File: src/design/cst_pkg.sv
package cst_pkg;

   localparam int SEM_COUNT_DEF  = 16;
   localparam int TASK_COUNT_DEF = 16;

   typedef enum logic [1:0] {
      KIND_ALLOC = 2'd0,
      KIND_FREE  = 2'd1,
      KIND_WAIT  = 2'd2,
      KIND_POST  = 2'd3
   } kind_type;

   typedef enum logic [1:0] {
      ST_OK    = 2'd0,
      ST_ERR   = 2'd1,
      ST_BLOCK = 2'd2
   } status_type;

   typedef struct packed {
      kind_type          kind;
      logic [3:0]        sem_id;
      logic signed [7:0] start_count;
      logic [3:0]        task_id;
   } req_type;

   typedef struct packed {
      status_type status;
      logic [3:0] alloc_index;
      logic       wake_valid;
      logic [3:0] wake_task;
   } rsp_type;

   // One table entry as kept in the RAM
   typedef struct packed {
      logic signed [7:0] count;
      logic              waiter_valid;
      logic [3:0]        waiter_task;
   } entry_type;

   // Controller to datapath
   typedef struct packed {
      logic capture;
      logic commit;
   } cmd_type;

   // Datapath to controller
   typedef struct packed {
      logic slot_free;
   } stat_type;

endpackage

File: src/design/cst_ram.sv
module cst_ram #(
   parameter int WIDTH = 8,
   parameter int DEPTH = 16
) (
   input  logic                     clock,
   input  logic                     wr_en,
   input  logic [$clog2(DEPTH)-1:0] wr_addr,
   input  logic [WIDTH-1:0]         wr_data,
   input  logic                     rd_en,
   input  logic [$clog2(DEPTH)-1:0] rd_addr,
   output logic [WIDTH-1:0]         rd_data
);

   logic [WIDTH-1:0] mem_ff [DEPTH];
   logic [WIDTH-1:0] rd_data_ff;

   always_ff @(posedge clock) begin
      if (wr_en) begin
         mem_ff[wr_addr] <= wr_data;
      end
      if (rd_en) begin
         rd_data_ff <= mem_ff[rd_addr];
      end
   end

   assign rd_data = rd_data_ff;

endmodule

File: src/design/cst_datapath.sv
module cst_datapath #(
   parameter int SEM_COUNT  = cst_pkg::SEM_COUNT_DEF,
   parameter int TASK_COUNT = cst_pkg::TASK_COUNT_DEF
) (
   input  logic              clock,
   input  logic              reset,
   input  cst_pkg::req_type  req_data,
   input  logic              rsp_ready,
   input  cst_pkg::cmd_type  cmd,
   output cst_pkg::stat_type stat,
   output logic              rsp_valid,
   output cst_pkg::rsp_type  rsp_data
);

   localparam int IDX_W   = $clog2(SEM_COUNT);
   localparam int ENTRY_W = $bits(cst_pkg::entry_type);

   cst_pkg::req_type   req_ff;
   logic [IDX_W-1:0]   free_idx_ff;
   logic               full_ff;
   logic [SEM_COUNT-1:0] in_use_ff, in_use_in;
   logic               rsp_valid_ff;
   cst_pkg::rsp_type   rsp_ff, rsp_in;

   logic [IDX_W-1:0]   free_idx;
   logic               free_found;
   logic [ENTRY_W-1:0] rd_data;
   cst_pkg::entry_type entry_q, wr_entry;
   logic [IDX_W-1:0]   sem_idx, wr_addr;
   logic               id_ok, used, wr_en;

   // Lowest free entry, taken when the request is captured
   always_comb begin
      free_found = 1'b0;
      free_idx   = '0;
      for (int i = SEM_COUNT - 1; i >= 0; i--) begin
         if (!in_use_ff[i]) begin
            free_found = 1'b1;
            free_idx   = IDX_W'(i);
         end
      end
   end

   cst_ram #(
      .WIDTH (ENTRY_W),
      .DEPTH (SEM_COUNT)
   ) u_table (
      .clock   (clock),
      .wr_en   (cmd.commit && wr_en),
      .wr_addr (wr_addr),
      .wr_data (wr_entry),
      .rd_en   (cmd.capture),
      .rd_addr (IDX_W'(req_data.sem_id)),
      .rd_data (rd_data)
   );

   assign entry_q = cst_pkg::entry_type'(rd_data);
   assign sem_idx = IDX_W'(req_ff.sem_id);
   assign id_ok   = int'(req_ff.sem_id) < SEM_COUNT;
   assign used    = id_ok && in_use_ff[sem_idx];

   always_comb begin
      wr_en     = 1'b0;
      wr_addr   = sem_idx;
      wr_entry  = entry_q;
      in_use_in = in_use_ff;
      rsp_in    = '0;
      rsp_in.status = cst_pkg::ST_OK;
      case (req_ff.kind)
         cst_pkg::KIND_ALLOC: begin
            if (full_ff) begin
               rsp_in.status = cst_pkg::ST_ERR;
            end else begin
               rsp_in.alloc_index     = 4'(free_idx_ff);
               wr_en                  = 1'b1;
               wr_addr                = free_idx_ff;
               wr_entry.count         = req_ff.start_count;
               wr_entry.waiter_valid  = 1'b0;
               wr_entry.waiter_task   = '0;
               in_use_in[free_idx_ff] = 1'b1;
            end
         end
         cst_pkg::KIND_FREE: begin
            if (id_ok) begin
               in_use_in[sem_idx] = 1'b0;
            end
         end
         cst_pkg::KIND_WAIT: begin
            if (!used) begin
               rsp_in.status = cst_pkg::ST_ERR;
            end else if (!entry_q.count[7] && entry_q.count != 8'sd0) begin
               wr_en          = 1'b1;
               wr_entry.count = entry_q.count - 8'sd1;
            end else begin
               wr_en                 = 1'b1;
               wr_entry.waiter_valid = 1'b1;
               wr_entry.waiter_task  = req_ff.task_id;
               rsp_in.status         = cst_pkg::ST_BLOCK;
            end
         end
         cst_pkg::KIND_POST: begin
            if (!used) begin
               rsp_in.status = cst_pkg::ST_ERR;
            end else begin
               // drop a waiter outside the task range without reporting it
               if (entry_q.waiter_valid && int'(entry_q.waiter_task) < TASK_COUNT) begin
                  rsp_in.wake_valid = 1'b1;
                  rsp_in.wake_task  = entry_q.waiter_task;
               end
               wr_en                 = 1'b1;
               wr_entry.count        = entry_q.count + 8'sd1;
               wr_entry.waiter_valid = 1'b0;
               wr_entry.waiter_task  = '0;
            end
         end
         default: begin
            rsp_in.status = cst_pkg::ST_ERR;
         end
      endcase
   end

   always_ff @(posedge clock) begin
      if (reset) begin
         in_use_ff    <= '0;
         rsp_valid_ff <= 1'b0;
      end else begin
         if (cmd.commit) begin
            in_use_ff    <= in_use_in;
            rsp_valid_ff <= 1'b1;
         end else if (rsp_ready) begin
            rsp_valid_ff <= 1'b0;
         end
      end
   end

   always_ff @(posedge clock) begin
      if (cmd.capture) begin
         req_ff      <= req_data;
         free_idx_ff <= free_idx;
         full_ff     <= !free_found;
      end
      if (cmd.commit) begin
         rsp_ff <= rsp_in;
      end
   end

   assign stat.slot_free = !rsp_valid_ff || rsp_ready;
   assign rsp_valid      = rsp_valid_ff;
   assign rsp_data       = rsp_ff;

   a_commit_slot: assert property (@(posedge clock) disable iff (reset)
      cmd.commit |-> (!rsp_valid_ff || rsp_ready))
      else $error("result overwritten before it was taken");

   a_alloc_marks: assert property (@(posedge clock) disable iff (reset)
      (cmd.commit && req_ff.kind == cst_pkg::KIND_ALLOC && !full_ff)
      |=> in_use_ff[$past(free_idx_ff)])
      else $error("allocated entry not marked in use");

   a_status_code: assert property (@(posedge clock) disable iff (reset)
      rsp_valid_ff |-> (rsp_ff.status == cst_pkg::ST_OK ||
                        rsp_ff.status == cst_pkg::ST_ERR ||
                        rsp_ff.status == cst_pkg::ST_BLOCK))
      else $error("bad status code on result");

endmodule

File: src/design/cst_ctrl.sv
module cst_ctrl (
   input  logic              clock,
   input  logic              reset,
   input  logic              req_valid,
   input  cst_pkg::stat_type stat,
   output logic              req_ready,
   output cst_pkg::cmd_type  cmd
);

   typedef enum logic [1:0] {
      S_IDLE = 2'b01,
      S_EXEC = 2'b10
   } state_type;

   state_type state_ff, state_in;

   always_comb begin
      state_in    = state_ff;
      req_ready   = 1'b0;
      cmd.capture = 1'b0;
      cmd.commit  = 1'b0;
      unique case (state_ff)
         S_IDLE: begin
            req_ready   = 1'b1;
            cmd.capture = req_valid;
            if (req_valid) begin
               state_in = S_EXEC;
            end
         end
         S_EXEC: begin
            // hold until the result register can take the outcome
            cmd.commit = stat.slot_free;
            if (stat.slot_free) begin
               state_in = S_IDLE;
            end
         end
         default: begin
            state_in = S_IDLE;
         end
      endcase
   end

   always_ff @(posedge clock) begin
      if (reset) begin
         state_ff <= S_IDLE;
      end else begin
         state_ff <= state_in;
      end
   end

endmodule

File: src/design/counting_semaphore_table_unit.sv
// Channel   Ports                          Direction  Beat
// request   req_valid/req_ready/req_data   in         one operation
// response  rsp_valid/rsp_ready/rsp_data   out        one result per operation
//
// Each request is handled as capture plus table read, then update plus
// result load; the registered read of the entry RAM sets this split.
// A new request is taken while the previous result still waits in the output
// register; a stalled result holds the update cycle until the register frees.
// Reset (synchronous) clears every in-use mark and the controller; entry data
// is only used after an allocate has written it, so the RAM needs no clearing.
module counting_semaphore_table_unit #(
   parameter int SEM_COUNT  = cst_pkg::SEM_COUNT_DEF,
   parameter int TASK_COUNT = cst_pkg::TASK_COUNT_DEF
) (
   input  logic             clock,
   input  logic             reset,
   input  logic             req_valid,
   output logic             req_ready,
   input  cst_pkg::req_type req_data,
   output logic             rsp_valid,
   input  logic             rsp_ready,
   output cst_pkg::rsp_type rsp_data
);

   cst_pkg::cmd_type  cmd;
   cst_pkg::stat_type stat;

   // Sequence capture and commit
   cst_ctrl u_ctrl (
      .clock     (clock),
      .reset     (reset),
      .req_valid (req_valid),
      .stat      (stat),
      .req_ready (req_ready),
      .cmd       (cmd)
   );

   // Hold the in-use marks, the entry RAM and the result register
   cst_datapath #(
      .SEM_COUNT  (SEM_COUNT),
      .TASK_COUNT (TASK_COUNT)
   ) u_datapath (
      .clock     (clock),
      .reset     (reset),
      .req_data  (req_data),
      .rsp_ready (rsp_ready),
      .cmd       (cmd),
      .stat      (stat),
      .rsp_valid (rsp_valid),
      .rsp_data  (rsp_data)
   );

endmodule

File: config.mk
export PLATFORM = sky130hd
export DESIGN_NAME = counting_semaphore_table_unit
export DESIGN_NICKNAME = d
export VERILOG_FILES = /design/src/design/cst_pkg.sv /design/src/design/cst_ram.sv /design/src/design/cst_datapath.sv /design/src/design/cst_ctrl.sv /design/src/design/counting_semaphore_table_unit.sv
export SDC_FILE = /design/constraint.sdc
export NUM_CORES = 1
export LEC_CHECK = 0
export BUFFER_PORTS_ARGS = -buffer_cell sky130_fd_sc_hd__buf_2
export CORE_AREA = 3 3 122 153
export DETAILED_ROUTE_END_ITERATION = 10
export DIE_AREA = 0 0 125 156
export PLACE_DENSITY = 0.94
export SYNTH_ARGS = -nofsm -noshare
export SYNTH_HDL_FRONTEND = slang
export SYNTH_HIERARCHICAL = 1
export SYNTH_SLANG_ARGS = --single-unit
File: constraint.sdc
create_clock -name clock -period 7 [get_ports clock]
set_clock_uncertainty 0.15 [all_clocks]
set_input_delay 0.35 -clock clock [delete_from_list [all_inputs] [get_ports clock]]
set_output_delay 0.35 -clock clock [all_outputs]
set_load 0.1 [all_outputs]
After elaboration in Yosys (flattened, before gate mapping) --
Memories as Yosys holds them, arrays and structs flattened. A register that Yosys moved wholly into a read port is not among the register bits. Cells that the tools add are included. Widths: inputs -> output; s select.
Storage, ports and cells: flip-flop bits (word level) 53, bits in latches 0, memory bits (writable) 208, memory bits (read-only) 0, input bits 22, output and inout port bits 13, word-level logic and storage cells 122, memories 1
Cells by class: $add $sub $neg 2, multipliers 0, divide/modulo/power cells 0, magnitude comparators 4, equality and inequality tests 8, shifts and indexed selects 0, multiplexer cells 66, bitwise operators 4, reduce and logical (&&, ||, !) cells 21
Memories:
- u_datapath.u_table.mem_ff | depth 16, width 13, rd ports 1, clocked after memory_dff 1, wr ports 1, RTL line cst_ram.sv:14 | logic [WIDTH-1:0] mem_ff [DEPTH];
Operator list (count):
- $mux 4 | 10
- $mux 13 | 3
- $pmux 13 s3 | 1
- $pmux 16 s2 | 1
- $mux 1 | 31
- $and 16x16->16 | 1
- $mux 16 | 1
- $not 16->16 | 1
- $or 16x16->16 | 1
- $mux 2 | 6
- $mux 3 | 4
- $lt 4x5->1 const B | 2
- $mux 5 | 2
- $add 8x2->8 const B | 1
- $demux 1 s4 | 2
- $ge 4x1->1 const B | 2
- $mux 8 | 1
- $reduce_and 8->1 | 1
- $reduce_bool 8->1 | 1
- $sub 8x2->8 const B | 1
- $eq 2x2->1 const B | 3
- $pmux 2 s3 | 1
- $reduce_and 2->1 | 3
- $reduce_and 3->1 | 2
- 14 further kinds | 23

Depth between registers and ports, before layout --
Gate-level depths: netlist (run 1).
depth in word-level cells 17, mapped depth 9

Modules after synthesis --
Netlist (run 1), hierarchy kept.
By module, submodules not included:
- cst_ram | times used 1, cells an instance 355, area each 8373.0 um^2, seq. area each 6636.4 um^2
- cst_datapath | times used 1, cells an instance 322, area each 3011.6 um^2, seq. area each 1361.3 um^2
- cst_ctrl | times used 1, cells an instance 9, area each 95.1 um^2, seq. area each 40.0 um^2

Worst setup path before layout (run 1) --
OpenSTA, ideal clock, no wires.
path type flip-flop to flip-flop, from reg u_datapath.rsp_valid_ff, in the netlist u_datapath/rsp_valid, to mem u_datapath/u_table/mem_ff[0][0] in the netlist's numbering (enable), setup time 400 ps, data arrival time 3318 ps, required time 6450 ps, setup slack 3132 ps, stages on the path, launching flop included 7, buffers on the path 0, period minus slack after synthesis 3868 ps, cells stage by stage dfxtp_1 nand2b_1 nand2_1 nor2_1 o21a_1 or3b_2 nor3_1
RTL lines:
- start, declared | RTL line cst_datapath.sv:22 | logic rsp_valid_ff;
- start signal, assigned | RTL line cst_datapath.sv:125 | rsp_valid_ff <= 1'b0;
- start signal, assigned | RTL line cst_datapath.sv:129 | rsp_valid_ff <= 1'b1;
- start signal, assigned | RTL line cst_datapath.sv:131 | rsp_valid_ff <= 1'b0;
- end, declared | RTL line cst_ram.sv:14

Worst setup path in the final report (run 1) --
from reg u_datapath.req_ff (netlist bit u_datapath/sem_idx[1]), to mem u_datapath/u_table/mem_ff[2][11] in the netlist's numbering (enable)
On the way: word-level cells in the longest chain between the ends 7, elaborated cells on any way between the ends 9, classes of those cells 8 x mux; 1 x reduce/logical
Ends and longest elaborated chain:
- start, declared | RTL line cst_datapath.sv:18 | cst_pkg::req_type req_ff;
- start signal, assigned | RTL line cst_datapath.sv:138 | req_ff <= req_data;
- $bmux 1 s4 | RTL line cst_datapath.sv:60 | assign used = id_ok && in_use_ff[sem_idx];
- $mux 1 (implied by the code) | RTL line cst_datapath.sv:60
- $mux 1 | RTL line cst_datapath.sv:102 | if (!used) begin
- $pmux 1 s2 | RTL line cst_datapath.sv:69 | case (req_ff.kind)
- $logic_and 1x1->1 | RTL line cst_datapath.sv:49 | .wr_en (cmd.commit && wr_en),
- $mux 1 | RTL line cst_ram.sv:18 | if (wr_en) begin
- $mux 1 (implied by the code) | RTL line cst_ram.sv:19 | mem_ff[wr_addr] <= wr_data;
Parallel ways exist; a longest one is shown, timed or not. The select of a mux whose other input is x is not followed.

==> results of run 1 <==
critical path: stages, from the launching register on:
cell,delay (ns)
edfxtp_1,0.52
mux4_1,0.39
mux2i_1,0.09
mux2i_2,0.21
buf_4,0.30
and2_4,0.21
o21a_1,0.23
or3b_2,0.53
nor2_1,0.90
per-layer routing:
| metal | routed length (µm) | global-route usage | vias up |
|---|---|---|---|
| met5 | 0 | 0 | - |
| met4 | 1295 | 0.1198 | 0 |
| met3 | 2024 | 0.04144 | 88 |
| met2 | 13240 | 0.4632 | 414 |
| met1 | 9889 | 0.3621 | 3358 |
| li1 | - | - | 2851 |
final cells by class:
type | count | area (µm²)
Sequential cell | 274 | 8038
Fill cell | 991 | 4634
Multi-Input combinational cell | 364 | 3231
Clock buffer | 31 | 690.7
Timing Repair Buffer | 58 | 394.1
Tap cell | 224 | 280.3
Clock inverter | 16 | 122.6
Inverter | 11 | 41.29
power by group:
| group | switching [mW] | leakage [nW] | internal, mW |
|---|---|---|---|
| logic | 0.149 | 1.40 | 0.0739 |
| registers | 0.0258 | 2.49 | 1.84 |
| clock network | 0.584 | 0.391 | 0.745 |
| total | 0.759 | 4.28 | 2.65 |
kinds of logic (layout without fill, tap and decap cells):
kind of cell	Yosys count	count (layout)
simple gates	173	173
fa+ha+maj	2	2
xor+xnor	2	2
mux	64	64
buf+inv	48	116
compound gates	123	123
flops	274	274
synth_stat cells, types with 4 or more instances:
cell type  instances
edfxtp_1         255
nand2_1           43
nor2_1            35
a21oi_1           33
mux4_1            28
mux4_2            28
o21ai_0           28
a22oi_1           26
clkbuf_1          20
dfxtp_1           19
nand2b_1          15
nor3_1            15
nand3_1           12
inv_1             11
nand4_1            9
nor2b_1            8
and2_1             7
and3_1             6
buf_6              6
a31oi_1            5
a21o_1             4
a22o_1             4
mux2i_1            4
nand3b_1           4
state kept, by name, summed over array words and instances, names as in the netlist:
register	cells
u_datapath/free_idx_ff	4
u_datapath/u_table/mem_ff	208
u_datapath/full_ff	1
u_ctrl/state_ff	2
u_datapath/rsp_valid	1
u_datapath/rsp_data	11
u_datapath/req_ff	14
u_datapath/in_use_ff	16
u_datapath/u_table/rd_data	13
u_datapath/sem_idx	4
path summary, 6_finish.rpt:
| check | endpoint | slack [ns] | cells after the start |
|---|---|---|---|
| max | u_datapath/u_table/mem_ff[2][11] | 3.07 | 8 |
| min | u_datapath/rsp_valid | 0.05 | 3 |
| max reg2reg | u_datapath/u_table/mem_ff[2][11] | 3.07 | 8 |
| min reg2reg | u_datapath/in_use_ff[2] | 0.39 | 2 |
==> run metrics, run 1 <==
GR Util All Layers 0.2744; first-pass GRT wire length 40,480 µm; Top FF cell, synth edfxtp_1; setup slack after layout just over 3 ns; GPL Wtd Cong 0.8980; Overall Power 3.413 mW; status complete, no violations; hold crit path type in2reg; post-DR wirelength/cell 27.05 µm; ys async rst share 0; Synth top area share 0.6670; DP Cell Count 914; Die W 125 µm; RSZ-0062 raised after global routing no; HPWL after DPL 15,970 µm; PortBufs 34; GRT Residual Overflow 0; most frequent cells in the layout edfxtp_1 (255), nand2_1 (43), nor2_1 (35); warning count from the yosys run 6; Tightest Pin Transition 1.300 ns; Tmin final 3.927 ns; Core Area 0.01743 mm²; die area 0.01950 mm²; Rows between 50 and 60; Post-Synth Adder-Cell Area 0.002180; VDD IR max roughly 0.00021 V; Area contributors post-synth edfxtp_1 (67%), mux4_1 (6.4%), mux4_2 (5.5%); setup bufs post-CTS 0; Final Slew Violations 0; R2R Path Start u_datapath/sem_idx[1]; mux contribution to synthesized area 0.1270; crit path capture type register; post-route cell area 0.01280 mm²; hold_buf cts 16; drt first pass iters 8; Yosys reg bits about 270; Synth Net Count 710; Max Freq 254.7 MHz; Fin. Hold Viols 0; largest net degree at the start of global routing 54; cts bufs inserted 26; Slew HR 0.1301; htree depth 1; via count ~6,700; Post-Place Cell Area 0.01180 mm²; Synth Cell Area 0.01148 mm²; Leakage 4.279 nW; clk slew on worst S/H paths 0.06 ns; Compound-Gate Fraction of Synth Area 0.06888; maxcap violations 0; Starting Density 0.6586; syn avg cell area roughly 17 µm²; Synth Area in Simple Gates 0.07815; layout cells sized above 1 0.1830; critical path launch point u_datapath/sem_idx[1]; fin crit share 0.5610; drt via density 6.862; leading area contributor after synthesis edfxtp_1; clock buffer depth 3; root buffer cell clkbuf_16; hold_sp rsp_ready; Post-Route WL 26,450 µm; vias in the first global route ~6,600; post-route setup TNS 0 ns; Core Util, Final 0.7341; Worst Path Max Fanout 22; DRC violation count after routing 0; Place WS roughly 3.1 ns; fin nets 759; largest family of logic cells by synthesized area multiplexers; cells after synthesis 686; Netlist cell types 63; post-route ant nets 0; register area share after synthesis 0.7002; Syn-to-layout area delta 11.48%; Post-Synth XOR/XNOR Area 0.001526; commonest non-fill, non-tap cell in the layout edfxtp_1; I/O pins 35; CTS tree yes; Die Height approximately 160 µm; initial drt markers roughly 840; final-report setup violation count 0; initial antenna violation count 0; startpoint types register; clk_lat worst skew 0.53 ns; hold_ws 0.04840 ns; Critical Path AT 3.92 ns; clock sinks 274; CP required 6.99 ns; critical path class reg2reg; n_diodes 0; Resized Gates After CTS 0; post-route insts no fill around 980; number of synthesized flops with an enable pin 255; PD cells 266.7 mW/mm²
No activity file was read; power rests on OpenSTA's default activity.
==> run 2: changes to the inputs <==
Settings changed: CORE_AREA 3 3 122 153 to 3 3 133 167, DIE_AREA 0 0 125 156 to 0 0 136 170, PLACE_DENSITY 0.94 to 0.85.
Clock period 7 ns to 3.41 ns, I/O delays scaled along.
==> run 2 against run 1 <==
Compared with the run above: flip-flop and latch count unchanged; maximum frequency increased by 22%; worst hold slack got worse by 0.012 ns; global-route usage decreased by 5.4 points; register-to-register slack got worse by 2.9 ns.
==> run metrics, run 2 (same netlist as run 1, synthesis figures left out) <==
drt via density 6.325; max reg flops 208; crit path capture type register; Fill cells 1,414; clock buffer depth 3; clk_lat worst skew between 0.5 and 0.6 ns; first-pass GRT wire length 38,580 µm; Die Height 170 µm; Fin. Hold Viols 0; CTS tree yes; Leakage 4.462 nW; Post-Place Cell Area roughly 0.012 mm²; fin crit share 0.9456; hold_ws 0.03606 ns; Tmin final roughly 3.2 ns; top flop regs u_datapath/u_table/mem_ff x208, u_datapath/in_use_ff x16, u_datapath/req_ff x14; vias in the first global route about 6,800; layout cells sized above 1 0.2061; die area 0.02312 mm²; clk slew on worst S/H paths 0.06 ns; GRT Residual Overflow 0; status complete, no violations; PortBufs 34; setup bufs post-CTS 0; Final Slew Violations 0; Sequential Area 0.008038 mm²; initial antenna violation count 0; Critical Path AT 3.21 ns; CP delay by family, top compound AO/OA/AOI/OAI gates; hold crit path type in2reg; post-DR wirelength/cell 23.71 µm; Rows 59; Starting Density 0.5514; critical path class reg2reg; root buffer cell clkbuf_16; drt first pass iters 5; PD cells around 540 mW/mm²; maxcap violations 0; post-route ant nets 0; RSZ-0062 raised after global routing no; hold_sp req_data[12]; Worst Path Max Fanout 21; Tightest Pin Transition approximately 1.3 ns; critical-path cell list mux4_1, mux2i_1, mux2i_2, buf_4, nand4_2, o211ai_1; via count 6,704; R2R Path Start u_datapath/sem_idx[1]; critical path launch point u_datapath/sem_idx[1]; Largest Register u_datapath/u_table/mem_ff; max incr delay on CP 1.04 ns; I/O pins 35; commonest non-fill, non-tap cell in the layout edfxtp_1; VDD IR max 0.0004313 V; clock sinks 274; fin nets 792; GR Util All Layers 0.2200; initial drt markers 792; cts bufs inserted 27; footprint of the multi-input gates 0.003222 mm²; startpoint types register; HPWL after DPL 15,860 µm; n_diodes 0; CP bufs+invs 1; post-route cell area around 0.013 mm²; post-route setup TNS 0 ns; htree depth 1; largest net degree at the start of global routing 54; GPL Wtd Cong between 0.9 and 1; Core Area 0.02082 mm²; most frequent cells in the layout edfxtp_1 (255), nand2_1 (43), buf_4 (35); Max Freq slightly above 300 MHz; Die W about 140 µm; DRC violation count after routing 0; final-report setup violation count 0; Slew HR 0.1277; Syn-to-layout area delta 14.42%; CP required 3.39 ns; critical path's slowest cell o211ai_1; Post-Route WL 25,130 µm
==> run 2: worst paths after layout <==
kind	endpoint	slack [ns]	depth (start not counted)
worst max-delay path	u_datapath/u_table/mem_ff[7][11]	0.19	6
worst min-delay path	u_datapath/sem_idx[0]	0.04	2
worst max register to register	u_datapath/u_table/mem_ff[7][11]	0.19	6
worst min register to register	u_datapath/in_use_ff[12]	0.39	2
==> run 2: report_power, final <==
part / switching, mW / leakage (nW) / internal (mW) / total [mW]
registers: 0.0373 / 2.49 / 3.77 / 3.80
logic: 0.295 / 1.57 / 0.165 / 0.459
clock network: 1.19 / 0.403 / 1.60 / 2.79
total: 1.52 / 4.46 / 5.53 / 7.05
==> run 2: worst register-to-register path: stages, from the launching register on <==
cell and delay [ns]:
edfxtp_1 0.51, mux4_1 0.39, mux2i_1 0.08, mux2i_2 0.23, buf_4 0.29, nand4_2 0.14, o211ai_1 1.04
==> run 2: layout make-up <==
cell class              count  share of cell area
clock buffers              30             0.05230
clock inverters            17             0.01076
inverters                  11            0.003143
multi-input cells         364              0.2453
flip-flops and latches    274              0.6119
well taps                 274             0.02610
repair buffers             90             0.05049
==> run 2: routing by layer <==
layer | GRT usage | wire length, µm
met2 | 0.3811 | 13040
met1 | 0.2780 | 9261
met5 | 0 | 0
met4 | 0.09338 | 1043
met3 | 0.03223 | 1788
==> run 2: timing repair <==
| item | in CTS | in global routing |
|---|---|---|
| setup endpoints to repair | 0 | 29 |
| hold buffers | 19 | 0 |
| hold endpoints to repair | 35 | 0 |
| resized for setup | 0 | 2 |
==> run 2: per-stage QoR <==
stage	power [mW]	setup slack (ns)	util	cells
floorplan	4.157	0.1270	-	686
global placement	4.290	0.3184	0.5816	994
detailed placement	4.307	0.1461	0.5816	994
CTS	7.089	0.08290	0.6305	1060
global route	7.276	0.009524	0.6310	1060
finish	7.051	0.1854	0.6310	1060
